### src/sv/tipd_pkg.sv
// Shared types, constants and the signature table of the tape image pulse decoder.
`timescale 1ns / 1ps

package tipd_pkg;

    localparam int HDR_LEN     = 20;
    localparam int SIG_LEN     = 12;
    localparam int VERSION_POS = 12;
    localparam int LENGTH_POS  = 16;
    localparam int MAX_VERSION = 2;

    localparam logic [23:0] V0_ZERO_CYCLES = 24'd2048;

    localparam int FIFO_AW    = 2;
    localparam int FIFO_DEPTH = 1 << FIFO_AW;

    localparam logic KIND_PULSE  = 1'b0;
    localparam logic KIND_STATUS = 1'b1;

    typedef enum logic [2:0] {
        ERR_OK          = 3'd0,
        ERR_TOO_SMALL   = 3'd1,
        ERR_BAD_SIG     = 3'd2,
        ERR_BAD_VERSION = 3'd3,
        ERR_NO_PULSES   = 3'd4
    } err_code_t;

    typedef struct packed {
        logic        item_kind;
        logic [23:0] pulse_cycles;
        err_code_t   error_code;
        logic        half_wave;
        logic        final_item;
    } result_t;

    // Expected header signature, one character per header position.
    function automatic logic [7:0] sig_char(input logic [3:0] idx);
        logic [7:0] c;
        case (idx)
            4'd0:    c = 8'h43;
            4'd1:    c = 8'h36;
            4'd2:    c = 8'h34;
            4'd3:    c = 8'h2D;
            4'd4:    c = 8'h54;
            4'd5:    c = 8'h41;
            4'd6:    c = 8'h50;
            4'd7:    c = 8'h45;
            4'd8:    c = 8'h2D;
            4'd9:    c = 8'h52;
            4'd10:   c = 8'h41;
            4'd11:   c = 8'h57;
            default: c = 8'h00;
        endcase
        return c;
    endfunction

endpackage

### src/sv/tipd_res_fifo.sv
// Result queue that takes up to two items per cycle and gives one per cycle.
`timescale 1ns / 1ps

module tipd_res_fifo (
    input  logic                      clk,
    input  logic                      rst_n,
    input  logic                      push0,
    input  logic                      push1,
    input  tipd_pkg::result_t         din0,
    input  tipd_pkg::result_t         din1,
    input  logic                      pop,
    output tipd_pkg::result_t         dout,
    output logic                      not_empty,
    output logic [tipd_pkg::FIFO_AW:0] level
);
    import tipd_pkg::*;

    result_t             mem [FIFO_DEPTH];
    logic [FIFO_AW-1:0]  wr_ptr_reg;
    logic [FIFO_AW-1:0]  rd_ptr_reg;
    logic [FIFO_AW:0]    level_reg;
    logic [FIFO_AW:0]    push_cnt;
    logic [FIFO_AW:0]    pop_cnt;

    // The second push port is only used together with the first one.
    assign push_cnt = {{FIFO_AW{1'b0}}, push0} + {{FIFO_AW{1'b0}}, push0 & push1};
    assign pop_cnt  = {{FIFO_AW{1'b0}}, pop};

    always_ff @(posedge clk)
    begin
        if (push0)
        begin
            mem[wr_ptr_reg] <= din0;
        end
        if (push0 && push1)
        begin
            mem[wr_ptr_reg + FIFO_AW'(1)] <= din1;
        end
    end

    always_ff @(posedge clk or negedge rst_n)
    begin
        if (!rst_n)
        begin
            wr_ptr_reg <= '0;
            rd_ptr_reg <= '0;
            level_reg  <= '0;
        end
        else
        begin
            wr_ptr_reg <= wr_ptr_reg + push_cnt[FIFO_AW-1:0];
            if (pop)
            begin
                rd_ptr_reg <= rd_ptr_reg + FIFO_AW'(1);
            end
            level_reg <= level_reg + push_cnt - pop_cnt;
        end
    end

    assign dout      = mem[rd_ptr_reg];
    assign not_empty = (level_reg != '0);
    assign level     = level_reg;

endmodule

### src/sv/tape_image_pulse_decoder.sv
// Top level of the tape image pulse decoder: header check, pulse decoding and result queue.
`timescale 1ns / 1ps

// Usage:
// The slave stream carries the raw tape image, one byte per item, with tlast on the
// final byte. The first 20 bytes are the header (signature, version, data length);
// later bytes are decoded into pulse length items on the master stream.
// On the final byte a status item follows, with tlast high, and the decoder returns
// to its reset state so that the next image may start on the next item.
// A result item is written into the result queue when the byte that causes it is
// accepted. Throughput: one byte per cycle while the queue has room; a final byte that also
// completes a pulse queues two items, which the master side drains one per cycle.
// Input acceptance depends only on the fill level of the four-entry result queue, so
// there is no combinational path from m_axis_tready to s_axis_tready. When the
// receiver stalls, the queue fills and s_axis_tready drops once fewer than two entries
// are free; nothing is lost. Reset clears the header and data state and empties the
// queue.

module tape_image_pulse_decoder (
    input  logic        clk,
    input  logic        rst_n,
    input  logic        s_axis_tvalid,
    output logic        s_axis_tready,
    input  logic [7:0]  s_axis_tdata,   // [7:0] tape_byte
    input  logic        s_axis_tlast,
    output logic        m_axis_tvalid,
    input  logic        m_axis_tready,
    output logic [31:0] m_axis_tdata,   // [23:0] pulse_cycles, [26:24] error_code,
                                        // [27] half_wave, [31:28] zero
    output logic [0:0]  m_axis_tuser,   // [0] item_kind
    output logic        m_axis_tlast
);
    import tipd_pkg::*;

    logic [4:0]  hdr_pos_reg,  hdr_pos_next;
    logic        sig_ok_reg,   sig_ok_next;
    logic [7:0]  version_reg,  version_next;
    logic [31:0] decl_len_reg, decl_len_next;
    logic [31:0] data_cnt_reg, data_cnt_next;
    logic [1:0]  esc_phase_reg, esc_phase_next;
    logic [15:0] esc_val_reg,  esc_val_next;
    logic        any_pulse_reg, any_pulse_next;
    logic        stopped_reg,  stopped_next;

    logic        accept;
    logic [7:0]  b;
    logic        in_header;
    logic        hdr_valid;
    logic        emit;
    logic [23:0] cycles;
    logic [23:0] esc_full;
    result_t     pulse_item;
    result_t     status_item;
    result_t     push_a;
    logic        push0;
    logic        push1;
    result_t     q_out;
    logic        q_not_empty;
    logic [FIFO_AW:0] q_level;

    assign accept        = s_axis_tvalid && s_axis_tready;
    assign s_axis_tready = (q_level <= (FIFO_AW + 1)'(FIFO_DEPTH - 2));
    assign b             = s_axis_tdata;
    assign in_header     = (hdr_pos_reg < 5'(HDR_LEN));
    assign hdr_valid     = !in_header && sig_ok_reg && (version_reg <= 8'(MAX_VERSION));
    assign esc_full      = {b, esc_val_reg};

    always_comb
    begin
        hdr_pos_next   = hdr_pos_reg;
        sig_ok_next    = sig_ok_reg;
        version_next   = version_reg;
        decl_len_next  = decl_len_reg;
        data_cnt_next  = data_cnt_reg;
        esc_phase_next = esc_phase_reg;
        esc_val_next   = esc_val_reg;
        any_pulse_next = any_pulse_reg;
        stopped_next   = stopped_reg;
        emit           = 1'b0;
        cycles         = '0;

        if (in_header)
        begin
            if (hdr_pos_reg < 5'(SIG_LEN))
            begin
                if (b != sig_char(hdr_pos_reg[3:0]))
                begin
                    sig_ok_next = 1'b0;
                end
            end
            else if (hdr_pos_reg == 5'(VERSION_POS))
            begin
                version_next = b;
            end
            else if (hdr_pos_reg >= 5'(LENGTH_POS))
            begin
                // Positions 16 to 19 hold the length, lowest byte first.
                decl_len_next[hdr_pos_reg[1:0]*8 +: 8] = b;
            end
            hdr_pos_next = hdr_pos_reg + 5'd1;
        end
        else if (hdr_valid && !stopped_reg)
        begin
            if (esc_phase_reg == 2'd0)
            begin
                if (b != 8'd0)
                begin
                    cycles = {13'd0, b, 3'd0};
                    emit   = 1'b1;
                end
                else if (version_reg == 8'd0)
                begin
                    cycles = V0_ZERO_CYCLES;
                    emit   = 1'b1;
                end
                else
                begin
                    esc_phase_next = 2'd1;
                    esc_val_next   = '0;
                end
            end
            else if (esc_phase_reg == 2'd1)
            begin
                esc_val_next[7:0] = b;
                esc_phase_next    = 2'd2;
            end
            else if (esc_phase_reg == 2'd2)
            begin
                esc_val_next[15:8] = b;
                esc_phase_next     = 2'd3;
            end
            else
            begin
                // A count of zero still gives the shortest possible pulse.
                cycles         = (esc_full == 24'd0) ? 24'd1 : esc_full;
                emit           = 1'b1;
                esc_phase_next = 2'd0;
            end

            if (decl_len_reg != 32'd0)
            begin
                data_cnt_next = data_cnt_reg + 32'd1;
                if (data_cnt_next == decl_len_reg)
                begin
                    stopped_next = 1'b1;
                end
            end
            if (emit)
            begin
                any_pulse_next = 1'b1;
            end
        end
    end

    always_comb
    begin
        pulse_item.item_kind    = KIND_PULSE;
        pulse_item.pulse_cycles = cycles;
        pulse_item.error_code   = ERR_OK;
        pulse_item.half_wave    = (version_reg == 8'd2);
        pulse_item.final_item   = 1'b0;

        status_item.item_kind    = KIND_STATUS;
        status_item.pulse_cycles = '0;
        status_item.half_wave    = 1'b0;
        status_item.final_item   = 1'b1;
        if (hdr_pos_next < 5'(HDR_LEN))
        begin
            status_item.error_code = ERR_TOO_SMALL;
        end
        else if (!sig_ok_next)
        begin
            status_item.error_code = ERR_BAD_SIG;
        end
        else if (version_next > 8'(MAX_VERSION))
        begin
            status_item.error_code = ERR_BAD_VERSION;
        end
        else
        begin
            status_item.half_wave  = (version_next == 8'd2);
            status_item.error_code = any_pulse_next ? ERR_OK : ERR_NO_PULSES;
        end
    end

    assign push0  = accept && (emit || s_axis_tlast);
    assign push1  = accept && emit && s_axis_tlast;
    assign push_a = emit ? pulse_item : status_item;

    always_ff @(posedge clk or negedge rst_n)
    begin
        if (!rst_n)
        begin
            hdr_pos_reg   <= '0;
            sig_ok_reg    <= 1'b1;
            version_reg   <= '0;
            decl_len_reg  <= '0;
            data_cnt_reg  <= '0;
            esc_phase_reg <= '0;
            esc_val_reg   <= '0;
            any_pulse_reg <= 1'b0;
            stopped_reg   <= 1'b0;
        end
        else if (accept)
        begin
            if (s_axis_tlast)
            begin
                hdr_pos_reg   <= '0;
                sig_ok_reg    <= 1'b1;
                version_reg   <= '0;
                decl_len_reg  <= '0;
                data_cnt_reg  <= '0;
                esc_phase_reg <= '0;
                esc_val_reg   <= '0;
                any_pulse_reg <= 1'b0;
                stopped_reg   <= 1'b0;
            end
            else
            begin
                hdr_pos_reg   <= hdr_pos_next;
                sig_ok_reg    <= sig_ok_next;
                version_reg   <= version_next;
                decl_len_reg  <= decl_len_next;
                data_cnt_reg  <= data_cnt_next;
                esc_phase_reg <= esc_phase_next;
                esc_val_reg   <= esc_val_next;
                any_pulse_reg <= any_pulse_next;
                stopped_reg   <= stopped_next;
            end
        end
    end

    tipd_res_fifo u_res_fifo (
        .clk       (clk),
        .rst_n     (rst_n),
        .push0     (push0),
        .push1     (push1),
        .din0      (push_a),
        .din1      (status_item),
        .pop       (m_axis_tvalid && m_axis_tready),
        .dout      (q_out),
        .not_empty (q_not_empty),
        .level     (q_level)
    );

    assign m_axis_tvalid = q_not_empty;
    assign m_axis_tdata  = {4'd0, q_out.half_wave, q_out.error_code, q_out.pulse_cycles};
    assign m_axis_tuser  = q_out.item_kind;
    assign m_axis_tlast  = q_out.final_item;

    // A byte is only taken while the queue has room for both of its results.
    a_no_overflow: assert property (@(posedge clk) disable iff (!rst_n)
        accept |-> (q_level <= (FIFO_AW + 1)'(FIFO_DEPTH - 2)))
        else $error("result queue accepted a byte without room for two items");

    // The final byte always brings the decoder back to the start of a header.
    a_restart: assert property (@(posedge clk) disable iff (!rst_n)
        (accept && s_axis_tlast) |=> (hdr_pos_reg == 5'd0 && sig_ok_reg && !stopped_reg))
        else $error("decoder state not cleared after the final byte");

    // Status items carry no pulse length and always close the image.
    a_status_form: assert property (@(posedge clk) disable iff (!rst_n)
        (m_axis_tvalid && m_axis_tuser[0] == KIND_STATUS) |->
        (m_axis_tdata[23:0] == 24'd0 && m_axis_tlast))
        else $error("malformed status item");

    // Pulse items are never zero length and never carry an error.
    a_pulse_form: assert property (@(posedge clk) disable iff (!rst_n)
        (m_axis_tvalid && m_axis_tuser[0] == KIND_PULSE) |->
        (m_axis_tdata[23:0] != 24'd0 && m_axis_tdata[26:24] == 3'd0 && !m_axis_tlast))
        else $error("malformed pulse item");

endmodule
### config.mk
export PLATFORM = sky130hd
export DESIGN_NAME = tape_image_pulse_decoder
export DESIGN_NICKNAME = d
export VERILOG_FILES = /design/src/sv/tipd_pkg.sv /design/src/sv/tipd_res_fifo.sv /design/src/sv/tape_image_pulse_decoder.sv
export SDC_FILE = /design/constraint.sdc
export NUM_CORES = 1
export LEC_CHECK = 0
export BUFFER_PORTS_ARGS = -buffer_cell sky130_fd_sc_hd__buf_2
export CORE_MARGIN = 2
export CORE_UTILIZATION = 50
export CTS_CLUSTER_SIZE = 20
export DETAILED_ROUTE_END_ITERATION = 10
export PLACE_DENSITY_LB_ADDON = 0.08
export SLEW_MARGIN = 20
export SYNTH_ARGS = -nofsm -noshare
export SYNTH_HDL_FRONTEND = slang
export SYNTH_HIERARCHICAL = 1
export SYNTH_SLANG_ARGS = --single-unit
### constraint.sdc
create_clock -name clk -period 4.9 [get_ports clk]
set_input_delay 0.49 -clock clk [delete_from_list [all_inputs] [get_ports clk]]
set_output_delay 0.49 -clock clk [all_outputs]
set_load 0.01 [all_outputs]
==> run metrics <==
outcome=finished, violations left; failing checks=hold timing; post-route minimum period=4.008 ns; hold slack=-0.01193 ns; Post-CTS Resized=0; Routed WL=30260 um; Largest stage delay, worst path=0.61 ns; crit path launch=hdr_pos_reg[2]$_DFFE_PN0P_; element type at the critical path end=flop; slew at the pin with the worst max-slew slack=0.9535 ns; crit path DAT=4.46 ns; sequential power share=41.4%; vias in the first global route=8535; R2R Path End=u_res_fifo/level[2]$_DFF_PN0_; largest area contributor in the netlist=edfxtp_1; Post-Syn Area=0.01253 mm^2; CTS H-tree lvls=1; port bufs=44; Worst Reg-to-Reg Cells=13; worst ir drop on vdd=258.8 uV; met1 GRT Util=36.76%; max_cap viols=0; main area contributors after synthesis=edfxtp_1 (29%), dfrtp_1 (21%), mux2_2 (12%), mux4_2 (5.4%), nand2_1 (3.6%); Hold-fix buffers, CTS=0; synthesized flop and latch total=225; GRT Resource Usage Total=23.69%; flop-to-flop setup slack=0.89 ns; Pint=4.095 mW; crit share post-route=81.80%; Max Root-Sink Buffers=3; Achievable Freq=0.2495 GHz; Die H=162.3 um; die width=162.3 um; sequential share of the synthesized area=49.74%; Crit path top cell by count=inv_1; GRT overflow=0; Post-CTS Setup Bufs=0; clk_lat worst skew=0.54 ns; met3 usage in global routing=2.860%; RSZ-0062 raised after global routing=false; Core Rows=57; CTS tree=done; Pre-antenna DRT Iters=5; CP Max Fanout=17; TNS Setup=0 ns; NetSw=1.992 mW; initial core utilization=51.22%; mean post-synth cell area=11.49 um^2; cell breakdown of the critical path=o21ai_1 > nor3_1 > a21boi_1 > inv_1 > a21oi_1 > nor2b_1 > inv_1 > ha_1 > inv_1 > ha_1 > fa_1 > xnor2_1 > xnor2_1; antenna-violating nets left=0; asr flop ratio synth=46.67%; number of flops mapped to enable cells by yosys=120; DRT iter0 DRCs=601; clock slew seen by the registers of the worst setup and hold paths=0.06 ns; max-slew violation count=0; Slew HR=35.85%; DP HPWL=20020 um; Final Skew=0.01059 ns; largest net degree at the start of global routing=58; Clock Tree Root=clkbuf_16; Synth Warn #=6; Nets=1247; GR peak layer=met1; max reg flops=120; met2 global-route usage=36.27%; post-placement cell count=1515; CTS Sinks=225; first-pass GRT wire length=48560 um; Leak=5.698 nW; Finished Layout Cells=1563; worst r2r src=hdr_pos_reg[2]$_DFFE_PN0P_; CTS Buf Count=26; layout cells sized above 1=23.41%; commonest non-fill, non-tap cell in the layout=mux2_2; final hold vios=28; Syn Inst Count=1090; WP data required=5.35 ns; slowest CP cell=dfrtp_1; DRC viols=0; area of the core=0.02446 mm^2; area growth from synthesis to layout=13.86%; # setup viols final=0; vias per std cell=5.601; diode count=0; GP Congestion=0.8418; Vias=8755; post-detailed-route wirelength per cell=19.36 um; initial antenna violation count=0; part of the power in the clock network=30.8%; pwr dens=426.7 mW/mm^2; net switching share of the total power=32.72%; Setup CP Type=reg -> reg; crit path launch type=flop; commonest cells after routing, fill and taps aside=mux2_2 (136), nand2_1 (121), edfxtp_1 (120); Yosys top cell area share=28.76%; Comb power frac=27.8%; Worst Hold Class=in -> async; Top-Level Pins=49; top_reg_cell synth=edfxtp_1; Die ar.=0.02634 mm^2; Unique masters post-synth=71
==> metrics by stage <==
step / area, um^2 / power (mW) / worst slack (ns) / util [%] / hold WS (ns)
global placement: 13450 / 4.241 / 1.111 / 54.99 / 0.4917
finish: 14270 / 6.087 / 0.8917 / 58.32 / -0.01193
floorplan: 12930 / 3.712 / 0.2506 / - / 0.1944
CTS: 14270 / 6.139 / 0.9572 / 58.32 / 0.005482
detailed placement: 13450 / 4.260 / 0.9775 / 54.99 / 0.4995
global route: 14270 / 6.438 / 0.5366 / 58.32 / 0.03513
==> synth_stat cells (18+ instances only) <==
cell and count:
a21oi_1 21, and2_1 28, buf_2 21, clkbuf_1 38
dfrtp_1 104, edfxtp_1 120, inv_1 18, mux2_2 136
mux4_2 30, nand2_1 121, nand3_1 22, nor2_1 45
nor4_1 19, o21ai_0 83, xnor2_1 46, xor2_1 23
==> metal layers <==
metal  wire [um]  part of all wire (%)
met4         367                   1.2
met5           0                     0
met1       14880                    49
met2       13610                    45
met3        1409                   4.7
==> kinds of logic after synthesis <==
kind of cell             Yosys count  share of synthesized area (%)
AND/OR/NAND/NOR                  331                          13.58
XOR/XNOR                          69                          4.823
buffers and inverters             95                          3.395
other                              2                        0.05994
multiplexers                     171                          18.03
flip-flops                       225                          49.74
adder cells (fa/ha/maj)           15                          1.558
AO/OA/AOI/OAI                    182                          8.808
==> critical path: cells and delay by family (launching register included) <==
kind,cells,cell delay [ns]
xor gates and xnor gates,2,0.32
AOI/OAI and AO/OA,3,1.21
and+or+nand+nor,2,0.54
buffers and inverters,3,0.39
DFF,1,0.61
adders and majority gates,3,0.84
==> worst max path at each step <==
| stage | endpoint | slack [ns] | cells past startpoint |
|---|---|---|---|
| after floorplan | u_res_fifo/mem[2][0]$_DFFE_PP_ | 0.25 | 11 |
| final | u_res_fifo/level[2]$_DFF_PN0_ | 0.89 | 13 |
| after CTS | u_res_fifo/level[2]$_DFF_PN0_ | 0.96 | 13 |
| after global placement | u_res_fifo/level[2]$_DFF_PN0_ | 1.11 | 16 |
| after global routing | u_res_fifo/level[2]$_DFF_PN0_ | 0.54 | 13 |
| after detailed placement | u_res_fifo/level[2]$_DFF_PN0_ | 0.98 | 16 |
==> power groups by stage <==
stage / clock (mW) / combinational (mW) / sequential [mW]
floorplan: 0 / 1.31 / 2.40
global placement: 0 / 1.69 / 2.55
detailed placement: 0 / 1.70 / 2.56
CTS: 1.91 / 1.71 / 2.52
global route: 1.99 / 1.88 / 2.56
finish: 1.87 / 1.69 / 2.52
==> layout make-up <==
class,count,area [um^2]
clock buffer,33,676.9
clock inverter,15,136.4
fill,2096,10200
inverter,18,67.56
multi-input combinational,876,6301
sequential,225,6233
tap,324,405.4
timing repair buffer,72,445.4
Note: power is estimated with default switching activity, not from simulation.
